<file path="src/cir_pkg.sv">
// Shared widths, constants, register codes and helpers for the contact impulse resolver.
`default_nettype none

package cir_pkg;

    localparam int FRAC_BITS = 16;

    localparam int NORM_W   = 18;
    localparam int PEN_W    = 31;
    localparam int VEL_W    = 32;
    localparam int MASS_W   = 40;
    localparam int BOUNCE_W = 17;
    localparam int TS_W     = 31;
    localparam int BF_W     = 17;
    localparam int SLOP_W   = 17;
    localparam int MAXB_W   = 31;

    localparam int INV_Q_W    = 32 + FRAC_BITS + 1;
    localparam int SUM_W      = INV_Q_W + 1;
    localparam int RSUM_W     = 31;
    localparam int NORM_STEPS = SUM_W - RSUM_W;
    localparam int NORM_LAT   = NORM_STEPS + 1;
    localparam int RATIO_W    = 33;
    localparam int NUM_W      = 40;
    localparam int FRONT_LAT  = 5;
    localparam int APPLY_LAT  = 4;
    localparam int PASS_LAT   = INV_Q_W + NORM_LAT + RATIO_W;
    localparam int TOTAL_LAT  = 1 + PASS_LAT + APPLY_LAT;

    localparam logic [INV_Q_W-1:0] INV_DIVIDEND = INV_Q_W'(1) << (32 + FRAC_BITS);
    localparam logic [MASS_W-1:0]  ABSENT_MASS  = MASS_W'(64'd100000 << FRAC_BITS);
    localparam logic [17:0]        ONE_FX       = 18'(1) << FRAC_BITS;

    localparam logic [1:0] REG_INV_TIMESTEP = 2'd0;
    localparam logic [1:0] REG_BIAS_FACTOR  = 2'd1;
    localparam logic [1:0] REG_PEN_SLOP     = 2'd2;
    localparam logic [1:0] REG_MAX_BIAS     = 2'd3;

    localparam logic [TS_W-1:0]   RST_INV_TIMESTEP = TS_W'(3932160);
    localparam logic [BF_W-1:0]   RST_BIAS_FACTOR  = BF_W'(16384);
    localparam logic [SLOP_W-1:0] RST_PEN_SLOP     = SLOP_W'(328);
    localparam logic [MAXB_W-1:0] RST_MAX_BIAS     = MAXB_W'(196608);

    typedef struct packed {
        logic signed [NORM_W-1:0] nx;
        logic signed [NORM_W-1:0] ny;
        logic signed [VEL_W-1:0]  v1x;
        logic signed [VEL_W-1:0]  v1y;
        logic signed [VEL_W-1:0]  v2x;
        logic signed [VEL_W-1:0]  v2y;
        logic [1:0]               present;
    } side_t;

    function automatic logic signed [31:0] sat32(input logic signed [63:0] v);
        logic signed [31:0] r;
        if (v > 64'sd2147483647) begin
            r = 32'sh7fffffff;
        end else if (v < -64'sd2147483648) begin
            r = 32'sh80000000;
        end else begin
            r = 32'(v);
        end
        return r;
    endfunction

endpackage

`default_nettype wire

</file>
<file path="src/cir_norm.sv">
// Inverse mass sum and joint right shift until the sum fits 31 bits.
`default_nettype none

module cir_norm (
    input  wire logic                          clk,
    input  wire logic                          en,
    input  wire logic [cir_pkg::INV_Q_W-1:0]   inv1_in,
    input  wire logic [cir_pkg::INV_Q_W-1:0]   inv2_in,
    output logic      [cir_pkg::RSUM_W-1:0]    inv1,
    output logic      [cir_pkg::RSUM_W-1:0]    inv2,
    output logic      [cir_pkg::RSUM_W-1:0]    sum,
    output logic                               skipped
);

    import cir_pkg::*;

    logic [SUM_W-1:0] a_reg   [NORM_LAT];
    logic [SUM_W-1:0] b_reg   [NORM_LAT];
    logic [SUM_W-1:0] s_reg   [NORM_LAT];
    logic             skp_reg [NORM_LAT];
    logic [SUM_W-1:0] sum_next;

    assign sum_next = SUM_W'(inv1_in) + SUM_W'(inv2_in);

    always_ff @(posedge clk) begin
        if (en) begin
            a_reg[0]   <= SUM_W'(inv1_in);
            b_reg[0]   <= SUM_W'(inv2_in);
            s_reg[0]   <= sum_next;
            skp_reg[0] <= (sum_next == '0);
        end
    end

    genvar k;
    for (k = 1; k < NORM_LAT; k++) begin : g_shift
        logic big;
        assign big = |s_reg[k-1][SUM_W-1:RSUM_W];

        always_ff @(posedge clk) begin
            if (en) begin
                a_reg[k]   <= big ? (a_reg[k-1] >> 1) : a_reg[k-1];
                b_reg[k]   <= big ? (b_reg[k-1] >> 1) : b_reg[k-1];
                s_reg[k]   <= big ? (s_reg[k-1] >> 1) : s_reg[k-1];
                skp_reg[k] <= skp_reg[k-1];
            end
        end
    end

    assign inv1    = a_reg[NORM_LAT-1][RSUM_W-1:0];
    assign inv2    = b_reg[NORM_LAT-1][RSUM_W-1:0];
    assign sum     = s_reg[NORM_LAT-1][RSUM_W-1:0];
    assign skipped = skp_reg[NORM_LAT-1];

endmodule

`default_nettype wire

</file>
<file path="config.mk">
export PLATFORM = sky130hd
export DESIGN_NAME = cir_norm
export DESIGN_NICKNAME = d
export VERILOG_FILES = /design/src/cir_pkg.sv /design/src/cir_norm.sv
export SDC_FILE = /design/constraint.sdc
export NUM_CORES = 2
export LEC_CHECK = 0
export BUFFER_PORTS_ARGS = -buffer_cell sky130_fd_sc_hd__buf_2
export CAP_MARGIN = 0
export CORE_UTILIZATION = 63
export CTS_CLUSTER_DIAMETER = 120
export DETAILED_ROUTE_END_ITERATION = 16
export PLACE_DENSITY = 0.87
export SLEW_MARGIN = 10
export SYNTH_ARGS = -nofsm -noshare
export SYNTH_HDL_FRONTEND = slang
export SYNTH_SLANG_ARGS = --single-unit
</file>
<file path="constraint.sdc">
create_clock -name clk -period 5 [get_ports clk]
set_input_delay 1 -clock clk [delete_from_list [all_inputs] [get_ports clk]]
set_output_delay 1 -clock clk [all_outputs]
set_load 0.01 [all_outputs]
</file>
---- Word level (Yosys, flattened, before mapping) ----
Memories as Yosys holds them, arrays and structs flattened.
Index checks and enable logic that the tools add are counted.
storage, ports and cells
  register bits ........................... 0
  bits in writable memories ............... 3,020
  bits of input ports ..................... 100
  output and inout bits ................... 94
  memories kept ........................... 4
operators by class
  add/subtract/negate cells ............... 1
  muxes and demuxes ....................... 59
  reduce and logical (&&, ||, !) cells .... 20
memories
  name     words  width  rd ports  clocked after memory_dff  write ports  RTL line        text
  a_reg    20     50     20        0                         20           cir_norm.sv:17  logic [SUM_W-1:0] a_reg [NORM_LAT];
  b_reg    20     50     20        0                         20           cir_norm.sv:18  logic [SUM_W-1:0] b_reg [NORM_LAT];
  s_reg    20     50     20        0                         20           cir_norm.sv:19  logic [SUM_W-1:0] s_reg [NORM_LAT];
  skp_reg  20     1      20        0                         20           cir_norm.sv:20  logic skp_reg [NORM_LAT];
operator list
  cell                                       number
  50-bit 2-to-1 mux                          57
  19-bit OR reduction                        19
  49-bit by 49-bit adder with 50-bit output  1
  50-bit logical NOT                         1
  1-bit 2-to-1 mux                           2

---- Depth between registers and ports, before layout ----
  word-level depth ........................ 2
  mapped depth ............................ 12

---- Worst setup path before layout ----
No wires, ideal clock.
  path kind ............................... input to register
  start point ............................. input port inv1_in[0] (netlist name)
  end point ............................... memory skp_reg[0] (data pin)
  arrival time ............................ 3,648 ps
  path slack .............................. 1,183 ps
  stages .................................. 12
  buffers on the path ..................... 0
  cell sequence ........................... ha_1 > fa_1 > a211oi_2 > o211ai_2 > a21boi_4 > a211oi_2 > nor3_4 > xnor2_1 > or4_1 > nor4_1 > nand4b_1 > nor4_2
RTL lines
  what                RTL line        text
  start: declaration  cir_norm.sv:7   input wire logic [cir_pkg::INV_Q_W-1:0] inv1_in,
  end: declaration    cir_norm.sv:20

==> key figures <==
Worst setup path
  – Crit path kind: in -> reg
  – Crit end category: flop
  – Worst reg2reg setup slack: 2160 ps
  – Reg2reg path depth: 5
  – R2R Path End: b_reg[2][173]
  – FF-to-FF Start: s_reg[2][131]
  – Worst setup SP type: input port
  – CP Data Arrival Time: 4530 ps
  – Required time of the critical path: 5640 ps
  – CP max FO: 10

Detailed routing
  – DR iter-0 viols: 2883
  – Post-route ant nets: 0
  – Drt first pass iters: 6
  – Vias: 47600
  – Routed wire length: 172000 um
  – Vias per cell: 5.65
  – WL per Instance: 20.4 um
  – DRC: 0

Power
  – Switching Power: 9.61 mW
  – Int Pwr: 37.2 mW
  – Clk pwr share: 38.7%
  – Logic pwr share: 4.6%
  – Pwr dens: 391 mW/mm2
  – Peak supply drop: 0.365 mV
  – Seq pwr share: 56.7%
  – P_leak: 39.9 nW
  – Switch share: 20.6%

Worst hold path
  – Hold crit path type: in -> reg
  – Hold_sp: inv2_in[40]
  – Worst hold stages: 1
  – End of the worst hold path: b_reg[0][40]

GRT
  – GR Overflow Total: 0
  – Vias in the first global route: 49200
  – Global-route wire length before repair: 270000 um
  – GRT Total Usage: 19.6%
  – Largest net degree at the start of global routing: 198
  – Initial antenna violation count: 29

Timing
  – Max-slew headroom: 36.6%
  – Worst slew pin tran: 950 ps
  – Peak Freq: 257 MHz
  – Setup Skew: 51.1 ps
  – Tcrit/Tclk final: 77.8%
  – Max Slew Vio Count: 0
  – RSZ-0062 raised after global routing: false
  – Final setup TNS: 0 ps
  – Final setup fails: 0
  – Crit path time final: 3890 ps
  – Hold Vio Cnt, Final: 0

Layout
  – Register area: 0.0786 mm2
  – Fillcell total: 9935
  – Layout cells sized above 1: 45.0%
  – Final Non-Filler Cells: 8429
  – Layout Nets: 6058
  – Footprint of the multi-input gates: 0.0282 mm2
  – Fin util: 69.6%
  – Area growth, synth to finish: 9.45%
  – Max reg flops: 981
  – Design area: 0.120 mm2

Floorplanning
  – Starting Density: 63.6%
  – Die Span Y: 419 um
  – Die width: 419 um
  – Std cell rows: 152
  – Die ar.: 0.175 mm2
  – Core area: 0.172 mm2
  – Number of I/O pins: 194

Clock network
  – Worst-path clk slew: 60 ps
  – H-tree depth: 4
  – Clock tree sinks: 2619
  – Longest Clk Path Bufs: 3
  – CTS tree: done
  – CTS Buf Count: 238
  – Hold_buf cts: 0
  – Worst skew pair latency: 850 ps
  – Root Driver: clkbuf_16
  – Post-cts sizing count: 0
  – Post-CTS Repair Setup Buffers: 0

Place
  – Post-DP Area: 0.112 mm2
  – Post-DP HPWL: 106000 um
  – Placed cells: 7978
  – GPL Wtd Cong: 0.920
  – IO Port Bufs: 193

Synthesis
  – Top_reg_cell synth: edfxtp_1
  – Yosys warnings: 0
  – Most frequent cell after synthesis: edfxtp_1
  – Seq cells post-synth: 2619
  – Top cells by area, synth: edfxtp_1 72%, mux2_2 22%, clkbuf_1 1.9%
  – Syn_area_per_cell: 18.2 um2
  – Synth top cells by count: 2619 x edfxtp_1, 2089 x mux2_2, 557 x clkbuf_1
  – Number of synthesized flops with an enable pin: 2619
  – Synth top area share: 71.9%
  – Post-synthesis sequential area ratio: 71.9%
  – Post-Synthesis Cells: 6014
  – Dominant cell type by area after synthesis: edfxtp_1
  – Asr flop ratio synth: 0%
  – Mapped Area: 0.109 mm2
  – Unique masters post-synth: 76

Run
  – MaxCap Viol Count: 0

Outcome
  – Run status: finished, final reports clean
==> stage by stage <==
step	worst slack (ps)	hold WS (ps)	power [mW]
final	1110	361	46.8
after global routing	796	308	48.2
after CTS	1200	287	47.1
after detailed placement	317	405	29.0
after global placement	335	405	29.0
after floorplan	1180	400	28.0
==> power by group through the flow <==
stage          logic (mW)  clock network [mW]  registers (mW)
6_report             2.17                18.1            26.5
5_1_grt              2.37                19.2            26.6
4_1_cts              2.19                18.4            26.5
3_5_place_dp         2.13                   0            26.9
3_3_place_gp         2.11                   0            26.8
2_1_floorplan        1.39                   0            26.6
==> layout by cell type (no fill, tap or decap), types with 20 or more instances in the layout <==
master	count
buf_12	32
nor2_1	41
clkinv_2	46
o21ai_0	33
buf_2	192
buf_4	51
nor4_2	20
nand2_1	58
nor4_1	86
and2_1	22
nor3_1	20
clkinv_1	57
a21oi_1	67
a21o_1	43
nand4_1	36
mux2_2	2089
edfxtp_1	2619
clkbuf_1	37
bufinv_16	29
clkbuf_16	243
ha_1	49
==> how the worst max path moves through the flow <==
stage | from | end | slack [ps]
floorplan | inv1_in[0] | skp_reg[0] | 1180
global placement | inv2_in[14] | skp_reg[0] | 340
detailed placement | inv2_in[25] | skp_reg[0] | 320
CTS | inv2_in[25] | skp_reg[0] | 1200
global route | inv2_in[25] | skp_reg[0] | 800
finish | inv2_in[25] | skp_reg[0] | 1110
==> final cells by class <==
cell class / instances / share of cell area (%)
diodes: 14 / 0.0293
clock inverters: 157 / 1.41
repair buffers: 275 / 1.66
inverters: 10 / 0.0314
well taps: 2310 / 2.42
multi-input cells: 2764 / 23.5
clock buffers: 280 / 5.20
flip-flops and latches: 2619 / 65.7
==> cell families (layout without fill, tap and decap cells) <==
family | Yosys count | in the layout | share of synthesized area [%]
and+or+nand+nor | 342 | 342 | 1.76
buffers and inverters | 648 | 722 | 2.47
AOI/OAI and AO/OA | 237 | 237 | 1.49
DFF | 2619 | 2619 | 71.9
muxes | 2094 | 2094 | 21.6
other | 1 | 32 | 0.00343
adders and majority gates | 50 | 50 | 0.579
xor gates and xnor gates | 23 | 23 | 0.184
==> layer usage <==
metal / global-route usage, % / part of all wire (%)
met5: 0 / 0.094
met3: 3.61 / 4.0
met4: 7.23 / 3.4
met1: 24.2 / 41
met2: 34.5 / 51
==> critical path: stages <==
cell       delay (ps)
buf_2             150
ha_1              550
nand4_1           330
or4_1             640
o221ai_1          340
o21ai_0           170
a2111oi_0         470
nand4b_1          180
nor4_1            360
nand4b_1          160
nor4_2            160
Note: power is estimated with default switching activity, not from simulation.
