[config.mk]
export PLATFORM = sky130hd
export DESIGN_NAME = cir_div_pipe
export DESIGN_NICKNAME = d
export VERILOG_FILES = /design/src/cir_div_pipe.sv
export SDC_FILE = /design/constraint.sdc
export NUM_CORES = 1
export LEC_CHECK = 0
export ABC_AREA = 1
export BUFFER_PORTS_ARGS = -buffer_cell sky130_fd_sc_hd__clkbuf_2
export CAP_MARGIN = 20
export CORE_AREA = 8 8 181 200
export CTS_BUF_LIST = sky130_fd_sc_hd__clkbuf_8
export CTS_CLUSTER_SIZE = 20
export DETAILED_ROUTE_END_ITERATION = 8
export DIE_AREA = 0 0 189 208
export HOLD_SLACK_MARGIN = 0.03
export SLEW_MARGIN = 10
export SYNTH_ARGS = -nofsm -noshare
export SYNTH_HDL_FRONTEND = slang
export SYNTH_SLANG_ARGS = --single-unit
[constraint.sdc]
create_clock -name clk -period 2.4 [get_ports clk]
set_clock_uncertainty 0.15 [all_clocks]
set_input_delay 0.36 -clock clk [delete_from_list [all_inputs] [get_ports clk]]
set_output_delay 0.36 -clock clk [all_outputs]
set_load 0.02 [all_outputs]
[src/cir_div_pipe.sv]
// Pipelined restoring divider, one quotient bit per stage.
`default_nettype none

module cir_div_pipe #(
    parameter int DEN_W = 8,
    parameter int Q_W   = 8
) (
    input  wire logic             clk,
    input  wire logic             en,
    input  wire logic [DEN_W-1:0] rem_in,
    input  wire logic [Q_W-1:0]   bits_in,
    input  wire logic [DEN_W-1:0] den_in,
    output logic      [Q_W-1:0]   quo
);

    logic [DEN_W-1:0] rem_reg  [Q_W];
    logic [DEN_W-1:0] den_reg  [Q_W];
    logic [Q_W-1:0]   bits_reg [Q_W];
    logic [Q_W-1:0]   quo_reg  [Q_W];

    genvar i;
    for (i = 0; i < Q_W; i++) begin : g_stage
        logic [DEN_W-1:0] rem_i;
        logic [DEN_W-1:0] den_i;
        logic [Q_W-1:0]   bits_i;
        logic [Q_W-1:0]   quo_i;
        logic [DEN_W:0]   trial;
        logic             ge;
        logic [DEN_W-1:0] rem_next;

        if (i == 0) begin : g_first
            assign rem_i  = rem_in;
            assign den_i  = den_in;
            assign bits_i = bits_in;
            assign quo_i  = '0;
        end else begin : g_next
            assign rem_i  = rem_reg[i-1];
            assign den_i  = den_reg[i-1];
            assign bits_i = bits_reg[i-1];
            assign quo_i  = quo_reg[i-1];
        end

        assign trial    = {rem_i, bits_i[Q_W-1]};
        assign ge       = trial >= {1'b0, den_i};
        assign rem_next = ge ? DEN_W'(trial - {1'b0, den_i}) : DEN_W'(trial);

        always_ff @(posedge clk) begin
            if (en) begin
                rem_reg[i]  <= rem_next;
                den_reg[i]  <= den_i;
                bits_reg[i] <= bits_i << 1;
                quo_reg[i]  <= {quo_i[Q_W-2:0], ge};
            end
        end
    end

    assign quo = quo_reg[Q_W-1];

endmodule

`default_nettype wire

# Word-level counts from Yosys, hierarchy flattened
# Memories as Yosys holds them, arrays and structs flattened.
# Index checks and enable logic that the tools add are counted.
# totals
word_cells	30
ram_bits	248
ff_bits	0
out_inout_bits	8
memories	4
inputBits	26
# op_classes
order_cmp	8
add_sub_neg	8
muxes	10
# mem_list
name	words	word_bits	read_ports	rd_clocked_by_memory_dff	wr	line_no	rtl
den_reg	8	8	7	0	8	17	logic [DEN_W-1:0] den_reg [Q_W];
quo_reg	8	8	8	0	8	19	logic [Q_W-1:0] quo_reg [Q_W];
rem_reg	8	8	7	0	8	16	logic [DEN_W-1:0] rem_reg [Q_W];
bits_reg	8	7	7	0	8	18	logic [Q_W-1:0] bits_reg [Q_W];
# op_table
op	n
$ge 9x8->1	8
$mux 8	8
$sub 8x8->8	8
$mux 1	2

# Logic depth before layout (Yosys ltp)
# Gate-level depths: netlist (run 1).
# An unclocked memory read counts as a cell.
# logic_depth
ltp_word	3
depth_mapped	12
depth_no_buf	12

# Least setup slack after synthesis (run 1)
# OpenSTA, ideal clock, no wires.
# synth_path
path_kind	register to register
startpoint	memory rem_reg[0][5]
endpoint	memory rem_reg[1][2] (netlist: rem_reg[0][10]), data pin
path_buffers	0
path_stages_with_launch	10
synth_period_minus_slack_ns	1.860
t_required_ns	1.998
setup_ns	0.252
arrival_ns	1.458
path_slack_ns	0.540
path_cell_list	edfxtp_1 -> ha_1 -> nand2_1 -> nand2_1 -> nand2_1 -> nand2_1 -> a21oi_2 -> nand2_4 -> nand2_1 -> nand2_1
# synth_rtl
item	line_no
start: declaration	16

==> results.txt, run 1 <==
CP peak stage delay = 0.52 ns
Via-to-Cell Ratio = 4.249
adder-cell share of the synthesized area = 10.01%
Synth Area in Compound Gates = 2.104%
area growth from synthesis to layout = 14.86%
full die area = 39310 sq um
Syn Std Cell Area = 9397 sq um
Slowest-stage cell, CP = dlygate4sd3_1
Core Rows = 70
Num Clock Sinks = 176
sequential area share after synthesis = 56.25%
WP data required = 2.49 ns
Max clock buf depth = 2
Mapped Cells = 962
CTS tree = yes
Synthesis Warnings = 0
syn nets = 1059
PwrDens = 937.1 nW/um^2
Tmin final = 2.164 ns
ANT cells = 0
# nets final = 1135
die width = 189 um
Overall Power = 10110 uW
Synth Register Bits = 176
crit-path most repeated cell = nand2_1
fraction of layout cells with a size suffix above 1 = 9.610%
CP endpoint kind = register
Final period util = 90.15%
vias in the first global route = 6506
die height = 208 um
number of max-cap violations = 0
Tot GR Track Use = 8.573%
Final Hold Fails = 0
DRT antenna net count = 0
# IOs = 34
Hold Crit Class = input pin to register
drt pass-1 iters = 4
clk_lat worst skew = 0.48 ns
port bufs = 33
RSZ-0062 raised after global routing = no
Post-route DRC = 0
commonest non-fill, non-tap cell in the layout = nand2_1
Detail Placement HPWL = 12720 um
Remaining Overflow, GRT = 0
final setup violation count = 0
initial core utilization = 28.61%
Root Buffer = clkbuf_8
Num CTS Buffers = 17
largest family of logic cells by synthesized area = simple AND/OR/NAND/NOR gates
Worst Path Class, Setup = input pin to register
core region area = 32840 sq um
final worst-path setup slack = 0.2365 ns
Synth cell types = 28
initial antenna violation count = 0
synthesized area per cell = 9.768 sq um
Slew @ Worst Pin = 0.4768 ns
Post-Synth Simple-Gate Area = 22.49%
worst vdd ir = 310.2 uV
routability cong. = 0.8559
status = completed
Slew HR = 68.21%
xor and xnor area share after synthesis = 1.957%
CTS clock-pin slew for the worst setup and hold paths = 0.10 ns
DR iter-0 viols = 255
Main synth FF type = edfxtp_1
worst path cell trace = dlygate4sd3_1 -> clkbuf_2 -> inv_1 -> ha_1 -> a21oi_1 -> nand2_1 -> nand2_1 -> nand2_1 -> nand2_2 -> nand2_8 -> nand2_1 -> nand2_1
Worst Path Max Fanout = 9
WL/cell = 10.99 um
Arr. time, crit path = 2.25 ns
# H-tree levels = 4
final setup TNS = 0 ns
Total Wirelength = 16300 um
Worst Setup Start Kind = input pin
first-pass GRT wire length = 28010 um
mux share of post-synthesis cell area = 0%
Slew Viols, Final = 0
Peak Freq = 0.4622 GHz
Pleak = 0.005009 uW
post-cts sizing count = 0
Post-synth EDFFs = 176
Post-synth ARST share = 0%
Core Util, Final = 32.86%
vias = 6302
DP Worst Slack = 0.2682 ns
most frequent cells in the layout = nand2_1, edfxtp_1, inv_1
pin count of the biggest net entering global routing = 52
==> cells by family after synthesis <==
family / after synthesis
flip-flops: 176
AO/OA/AOI/OAI: 34
XOR/XNOR: 21
buffers and inverters: 176
AND/OR/NAND/NOR: 484
adder cells (fa/ha/maj): 71
==> layout make-up <==
type	count	area, sq um
sequential	176	5285
inverter	174	653.1
timing repair buffer	59	434.2
tap	432	540.5
clock buffer	17	234.0
fill	3303	22050
clock inverter	15	210.2
multi-input combinational	610	3436
==> critical path, delay by kind of cell <==
| family | cells | cell delay [ns] |
|---|---|---|
| AND/OR/NAND/NOR | 7 | 0.73 |
| AO/OA/AOI/OAI | 1 | 0.15 |
| buffers and inverters | 3 | 0.67 |
| adder cells (fa/ha/maj) | 1 | 0.33 |
==> metal layers <==
metal | GRT usage [%] | routed length (um) | vias up | part of all wire [%]
met2 | 17.13 | 9190 | 78 | 56
met1 | 7.709 | 6216 | 2879 | 38
met4 | 4.478 | 448 | 0 | 2.7
met5 | 0 | 0 | - | 0
met3 | 2.091 | 445 | 38 | 2.7
li1 | - | - | 3307 | -
==> stage by stage <==
stage / area, sq um / hold WS, ns / std cells
2_1_floorplan: 9397 / 0.2503 / 962
3_5_place_dp: 10180 / 0.2545 / 1434
3_3_place_gp: 10180 / 0.2507 / 1434
5_1_grt: 10790 / 0.03244 / 1483
4_1_cts: 10790 / 0.03064 / 1483
6_report: 10790 / 0.06894 / 1483
==> power breakdown <==
group          internal [uW]  switching [uW]
combinational           1340            2170
sequential              4150             259
clock                    912            1290
total                   6400            3720
==> Yosys cell counts (3+ instances only) <==
cell / instances / area (sq um)
nor2_1: 33 / 123.9
nand4_1: 11 / 68.82
xnor2_1: 7 / 61.31
nor3_1: 8 / 40.04
fa_1: 7 / 140.1
nand2_1: 301 / 1130
nand2_2: 12 / 75.07
a21oi_1: 27 / 135.1
ha_1: 64 / 800.8
a21oi_2: 3 / 26.28
inv_1: 174 / 653.1
nand3_1: 103 / 515.5
xor2_1: 14 / 122.6
edfxtp_1: 176 / 5285
nand2_4: 4 / 45.04
==> path summary, 6_finish.rpt <==
path                  startpoint        endpoint  slack [ns]  cells past startpoint
setup reg to reg   rem_reg[0][1]  rem_reg[0][14]        0.28                      9
hold / removal         rem_in[2]   rem_reg[0][3]        0.07                      3
setup / recovery       den_in[2]   rem_reg[0][5]        0.24                     12
hold reg to reg   bits_reg[0][0]  bits_reg[1][1]        0.26                      0
==> what timing repair did <==
item / CTS / global route
hold buffers: 17 / 0
setup endpoints to repair: 0 / 0
hold endpoints to repair: 17 / 0
setup buffers: 0 / 0
No activity file was read; power rests on OpenSTA's default activity.
==> run 2: changes to the inputs <==
--- a/config.mk
+++ b/config.mk
@@ -14,6 +14,7 @@
 export DETAILED_ROUTE_END_ITERATION = 8
 export DIE_AREA = 0 0 189 208
 export HOLD_SLACK_MARGIN = 0.03
+export RECOVER_POWER = 50
 export SLEW_MARGIN = 10
 export SYNTH_ARGS = -nofsm -noshare
 export SYNTH_HDL_FRONTEND = slang
==> constraint.sdc (replaced) <==
create_clock -name clk -period 2.21 [get_ports clk]
set_clock_uncertainty 0.15 [all_clocks]
set_input_delay 0.3315 -clock clk [delete_from_list [all_inputs] [get_ports clk]]
set_output_delay 0.3315 -clock clk [all_outputs]
set_load 0.02 [all_outputs]
==> results.txt, run 2 (synthesized netlist as in run 1, its figures left out) <==
CTS tree = yes
routability cong. = 0.8939
Placed Instance Area = 10220 sq um
final cell count without fillers = 1495
die width = 189 um
Slew @ Worst Pin = 0.9252 ns
Via-to-Cell Ratio = 4.255
initial antenna violation count = 0
Final period util = 94.72%
Peak Freq = 0.4777 GHz
final instance area = 10820 sq um
reg-to-reg startpoint = rem_reg[1][9]
core region area = 32840 sq um
most frequent cells in the layout = nand2_1, inv_1, edfxtp_1
# IOs = 34
Hold EP = rem_reg[0][1]
register area = 5285 sq um
worst reg2reg path depth = 8
DR iter-0 viols = 236
Post-CTS Setup Bufs = 0
ANT cells = 0
Worst Hold Path Cells = 3
status = completed
# nets final = 1147
clk_lat worst skew = 0.46 ns
Root Buffer = clkbuf_8
number of max-cap violations = 0
pin count of the biggest net entering global routing = 49
Detail Placement HPWL = 12740 um
Core Rows = 70
Worst Setup Start Kind = input pin
met3 wire len = 472 um
Slew Viols, Final = 0
fraction of layout cells with a size suffix above 1 = 9.878%
uppermost layer routed = met4
worst vdd ir = 430.7 uV
WL/cell = 11.09 um
CP endpoint kind = register
commonest non-fill, non-tap cell in the layout = nand2_1
Hold Crit Start = rem_in[0]
Core Util, Final = 32.94%
Max clock buf depth = 2
first-pass GRT wire length = 28550 um
reg2reg end = rem_reg[2][6]
Arr. time, crit path = 2.16 ns
DR WL met2 = 9519 um
Post-route DRC = 0
DRT antenna net count = 0
worst path bufs/invs = 3
Num CTS Buffers = 17
drt pass-1 iters = 4
CP startpoint = den_in[2]
Slew HR = 38.32%
Remaining Overflow, GRT = 0
cell count after placement = 1440
initial core utilization = 28.61%
die height = 208 um
final setup violation count = 0
Final Hold Fails = 0
WL met1 = 6316 um
crit-path most repeated cell = nand2_1
Top delay family on crit path = buffers and inverters
final-layout fill cell count = 3324
area growth from synthesis to layout = 15.13%
Worst Path Max Fanout = 9
vias in the first global route = 6548
Worst Path Class, Setup = input pin to register
CTS clock-pin slew for the worst setup and hold paths = 0.09 ns
WP data required = 2.27 ns
Num Clock Sinks = 176
# H-tree levels = 4
worst path cell trace = dlygate4sd3_1 -> clkbuf_1 -> inv_1 -> ha_2 -> a21oi_1 -> nand2_1 -> nand2_1 -> nand2_2 -> nand2_4 -> nand2_8 -> nand2_1 -> nand2_1
Tmin final = 2.093 ns
WP depth = 12
Hold Crit Class = input pin to register
Total Wirelength = 16590 um
Slowest-stage cell, CP = dlygate4sd3_1
port bufs = 33
flop-to-flop setup slack = 0.14 ns
full die area = 39310 sq um
vias = 6361
area of the multi-input gates = 3488 sq um
PwrDens = 995.8 nW/um^2
Pleak = 0.005035 uW
CP peak stage delay = 0.53 ns
Tot GR Track Use = 8.721%
==> run 2: changes by cell type in the layout (fill, tap and decap cells not counted), moves of 3 or more <==
cell | previous run | this run
dlygate4sd3_1 | 17 | 22
clkinv_8 | 6 | 0
clkbuf_2 | 32 | 28
inv_6 | 4 | 7
buf_4 | 7 | 12
nand2_4 | 4 | 7
clkbuf_1 | 0 | 7
==> run 2: area by class of cell <==
| class | instances | area share [%] |
|---|---|---|
| Timing Repair Buffer | 70 | 4.592 |
| Clock buffer | 17 | 2.163 |
| Sequential cell | 176 | 48.85 |
| Tap cell | 432 | 4.997 |
| Inverter | 174 | 6.037 |
| Multi-Input combinational cell | 611 | 32.25 |
| Clock inverter | 15 | 1.110 |
==> run 2: worst max-delay path by stage <==
stage / slack (ns) / to
CTS: 0.04 / rem_reg[0][0]
detailed placement: 0.07 / rem_reg[0][0]
floorplan: 0.35 / rem_reg[0][10]
finish: 0.12 / rem_reg[0][0]
global placement: 0.09 / rem_reg[0][0]
global route: -0.01 / rem_reg[0][0]
==> run 2: stage by stage <==
step | power [uW] | setup slack [ns] | hold WS (ns) | setup TNS [ns]
finish | 10770 | 0.1167 | 0.08847 | 0
global placement | 8634 | 0.09108 | 0.2506 | 0
detailed placement | 8742 | 0.06804 | 0.2545 | 0
floorplan | 7773 | 0.3498 | 0.2503 | 0
global route | 11660 | -0.009647 | 0.07894 | -0.01969
CTS | 10850 | 0.03936 | 0.04613 | 0
==> run 2: timing repair <==
action | in CTS | in global routing
hold endpoints to repair | 22 | 0
setup endpoints to repair | 0 | 36
resized for setup | 0 | 11
hold buffers | 22 | 0
==> run 2: routing by layer <==
| metal | track usage (%) | vias to the layer above |
|---|---|---|
| li1 | - | 3331 |
| met1 | 8.234 | 2914 |
| met2 | 17.39 | 96 |
| met3 | 2.225 | 20 |
| met4 | 3.453 | 0 |
| met5 | 0 | - |
==> run 2: worst min-delay path, stage by stage <==
cell	delay [ns]
clkbuf_2	0.10
nand3_1	0.08
nand2_1	0.07
==> run 2: where the power goes <==
group          total (uW)  switching, uW  internal [uW]
registers            4780            276           4500
logic                3930           2410           1520
clock network        2060           1250            813
total               10800           3930           6840
==> run 3: changes to the inputs <==
--- a/config.mk
+++ b/config.mk
@@ -5,16 +5,16 @@
 export SDC_FILE = /design/constraint.sdc
 export NUM_CORES = 1
 export LEC_CHECK = 0
-export ABC_AREA = 1
+export ABC_AREA = 0
 export BUFFER_PORTS_ARGS = -buffer_cell sky130_fd_sc_hd__clkbuf_2
 export CAP_MARGIN = 20
-export CORE_AREA = 8 8 181 200
+export CORE_AREA = 8 8 176 195
 export CTS_BUF_LIST = sky130_fd_sc_hd__clkbuf_8
 export CTS_CLUSTER_SIZE = 20
 export DETAILED_ROUTE_END_ITERATION = 8
-export DIE_AREA = 0 0 189 208
+export DIE_AREA = 0 0 184 203
 export HOLD_SLACK_MARGIN = 0.03
-export RECOVER_POWER = 50
+export RECOVER_POWER = 100
 export SLEW_MARGIN = 10
 export SYNTH_ARGS = -nofsm -noshare
 export SYNTH_HDL_FRONTEND = slang
==> results.txt, run 3 <==
status = complete, but fails checks
failing checks = setup timing
Core Rows = 68
DRT antenna net count = 0
Core Util, Final = 38.22%
Syn Std Cell Area = 8850 sq um
Synth Area in Compound Gates = 11.21%
Yosys top cell area share = 59.72%
DR iter-0 viols = 190
Clock power frac = 18.9%
CP startpoint = den_reg[4][3]
Seq pwr share = 39.1%
initial antenna violation count = 0
worst path cell trace = inv_2 -> ha_4 -> a21o_1 -> a21oi_2 -> a21oi_2 -> a21boi_1 -> buf_12 -> mux2_4
Mapped Cells = 675
flop-to-flop setup slack = -0.08 ns
Worst Path Class, Setup = register to register
Remaining Overflow, GRT = 0
switching pwr = 3939 uW
Final Hold Fails = 0
Final period util = 103.4%
# H-tree levels = 4
ANT cells = 0
largest family of logic cells by synthesized area = compound AO/OA/AOI/OAI gates
first-pass GRT wire length = 26790 um
Post-synth EDFFs = 176
Peak Freq = 0.4376 GHz
Overall Power = 12270 uW
Critical Path Sink = rem_reg[2][14]
CP endpoint kind = register
Synthesis Warnings = 0
fraction of layout cells with a size suffix above 1 = 33.55%
Slew @ Worst Pin = 0.9315 ns
reg-to-reg startpoint = den_reg[4][3]
final setup TNS = -0.6823 ns
RSZ-0062 raised after global routing = yes
Num Clock Sinks = 176
worst vdd ir = 435.0 uV
PwrDens = 1037 nW/um^2
Main synth FF type = edfxtp_1
Via-to-Cell Ratio = 4.379
worst reg2reg path depth = 8
combinational share of power = 41.9%
WP data required = 2.27 ns
Tot GR Track Use = 8.842%
Total Wirelength = 16450 um
# nets final = 987
Num CTS Buffers = 17
Synth cell types = 58
Max clock buf depth = 2
Tmin final = 2.285 ns
commonest non-fill, non-tap cell in the layout = edfxtp_1
die height = 203 um
Slew Viols, Final = 0
xor and xnor area share after synthesis = 2.177%
CP peak stage delay = 0.41 ns
syn nets = 772
Hold Crit Class = input pin to register
Slowest-stage cell, CP = edfxtp_1
initial core utilization = 28.58%
area growth from synthesis to layout = 33.75%
# IOs = 34
CTS tree = yes
commonest cells in the netlist = edfxtp_1, inv_1, ha_1
Synth Register Bits = 176
Placed Instance Area = 10290 sq um
Post-synth ARST share = 0%
cell accounting for the most synthesized area = edfxtp_1
port bufs = 33
most frequent cells in the layout = edfxtp_1, buf_4, inv_1
Detail Placement HPWL = 11620 um
final setup violation count = 15
adder-cell share of the synthesized area = 10.63%
final-layout fill cell count = 2976
final worst-path setup slack = -0.07510 ns
Worst Path Max Fanout = 7
Root Buffer = clkbuf_8
Pleak = 0.004735 uW
pin count of the biggest net entering global routing = 49
vias in the first global route = 5965
WL/cell = 12.43 um
Post-route DRC = 0
ranking of synthesized cells by area = edfxtp_1, ha_1, inv_1, mux2_2, o21a_1
routability cong. = 0.8728
Slew HR = 37.90%
Int Pwr = 8334 uW
drt pass-1 iters = 7
synthesized area per cell = 13.11 sq um
clk_lat worst skew = 0.47 ns
reg2reg end = rem_reg[2][14]
number of max-cap violations = 0
CTS clock-pin slew for the worst setup and hold paths = 0.12 ns
Post-Synth Simple-Gate Area = 7.182%
Sw Share = 32.10%
core region area = 30970 sq um
cell count after placement = 1213
vias = 5793
Worst Setup Start Kind = register
final instance area = 11840 sq um
most common cell in the synthesized netlist = edfxtp_1
final cell count without fillers = 1323
full die area = 37350 sq um
Arr. time, crit path = 2.35 ns
sequential area share after synthesis = 59.72%
mux share of post-synthesis cell area = 4.595%
die width = 184 um
crit-path most repeated cell = a21oi_2
-- run 3: logic make-up after synthesis --
logic type               Yosys count
AO/OA/AOI/OAI                    141
XOR/XNOR                          22
adder cells (fa/ha/maj)           71
buffers and inverters            103
flip-flops                       176
multiplexers                      36
AND/OR/NAND/NOR                  126
-- run 3: layer usage --
metal / global-route usage (%) / vias up / wire [um]
li1: - / 2906 / -
met1: 8.837 / 2768 / 6530
met2: 17.05 / 88 / 9125
met3: 2.003 / 31 / 375
met4: 3.864 / 0 / 418
met5: 0 / - / 0
-- run 3: power by group through the flow --
stage | logic (uW) | clock network [uW] | registers [uW]
after floorplan | 2830 | 0 | 4770
after global placement | 4100 | 0 | 4840
after detailed placement | 4190 | 0 | 4840
after CTS | 4670 | 2420 | 4780
after global routing | 5660 | 2560 | 4870
final | 5150 | 2320 | 4800
-- run 3: repair_timing --
item	in CTS	in global routing
hold buffers	23	0
gates cloned	0	0
endpoints found under the hold margin	23	0
setup endpoints to repair	33	45
resized for setup	53	64
pin swaps	26	45
buffers inserted	28	30
-- run 3: worst min-delay path by stage --
stage,startpoint,to,slack (ns),cells after the start
floorplan,bits_reg[0][0],bits_reg[1][1],0.25,0
global placement,bits_reg[4][4],bits_reg[5][5],0.25,0
detailed placement,quo_reg[5][3],quo_reg[6][4],0.25,0
CTS,en,den_reg[6][5],0.11,1
global route,den_in[0],rem_reg[0][0],0.19,3
finish,den_in[0],rem_reg[0][0],0.20,3
-- run 3: area by class of cell --
| cell class | count | area, sq um | area share (%) |
|---|---|---|---|
| sequential | 176 | 5285 | 44.65 |
| multi-input combinational | 396 | 3730 | 31.51 |
| timing repair buffer | 200 | 1493 | 12.61 |
| tap | 420 | 525.5 | 4.440 |
| inverter | 99 | 374.1 | 3.161 |
| clock buffer | 17 | 234.0 | 1.977 |
| clock inverter | 15 | 195.2 | 1.649 |
-- run 3: critical path: cells and delay by family, from the launching register on --
family                     cells  cell delay (ns)
DFF                            1             0.41
AOI/OAI and AO/OA              4             0.73
muxes                          1             0.29
buffers and inverters          2             0.25
adders and majority gates      1             0.22
-- run 3: stage by stage --
stage / setup WS (ns) / hold slack, ns
finish: -0.07510 / 0.2017
global route: -0.1823 / 0.1872
CTS: -0.09506 / 0.1145
detailed placement: -0.1669 / 0.2545
global placement: -0.1429 / 0.2509
floorplan: -0.07236 / 0.2503
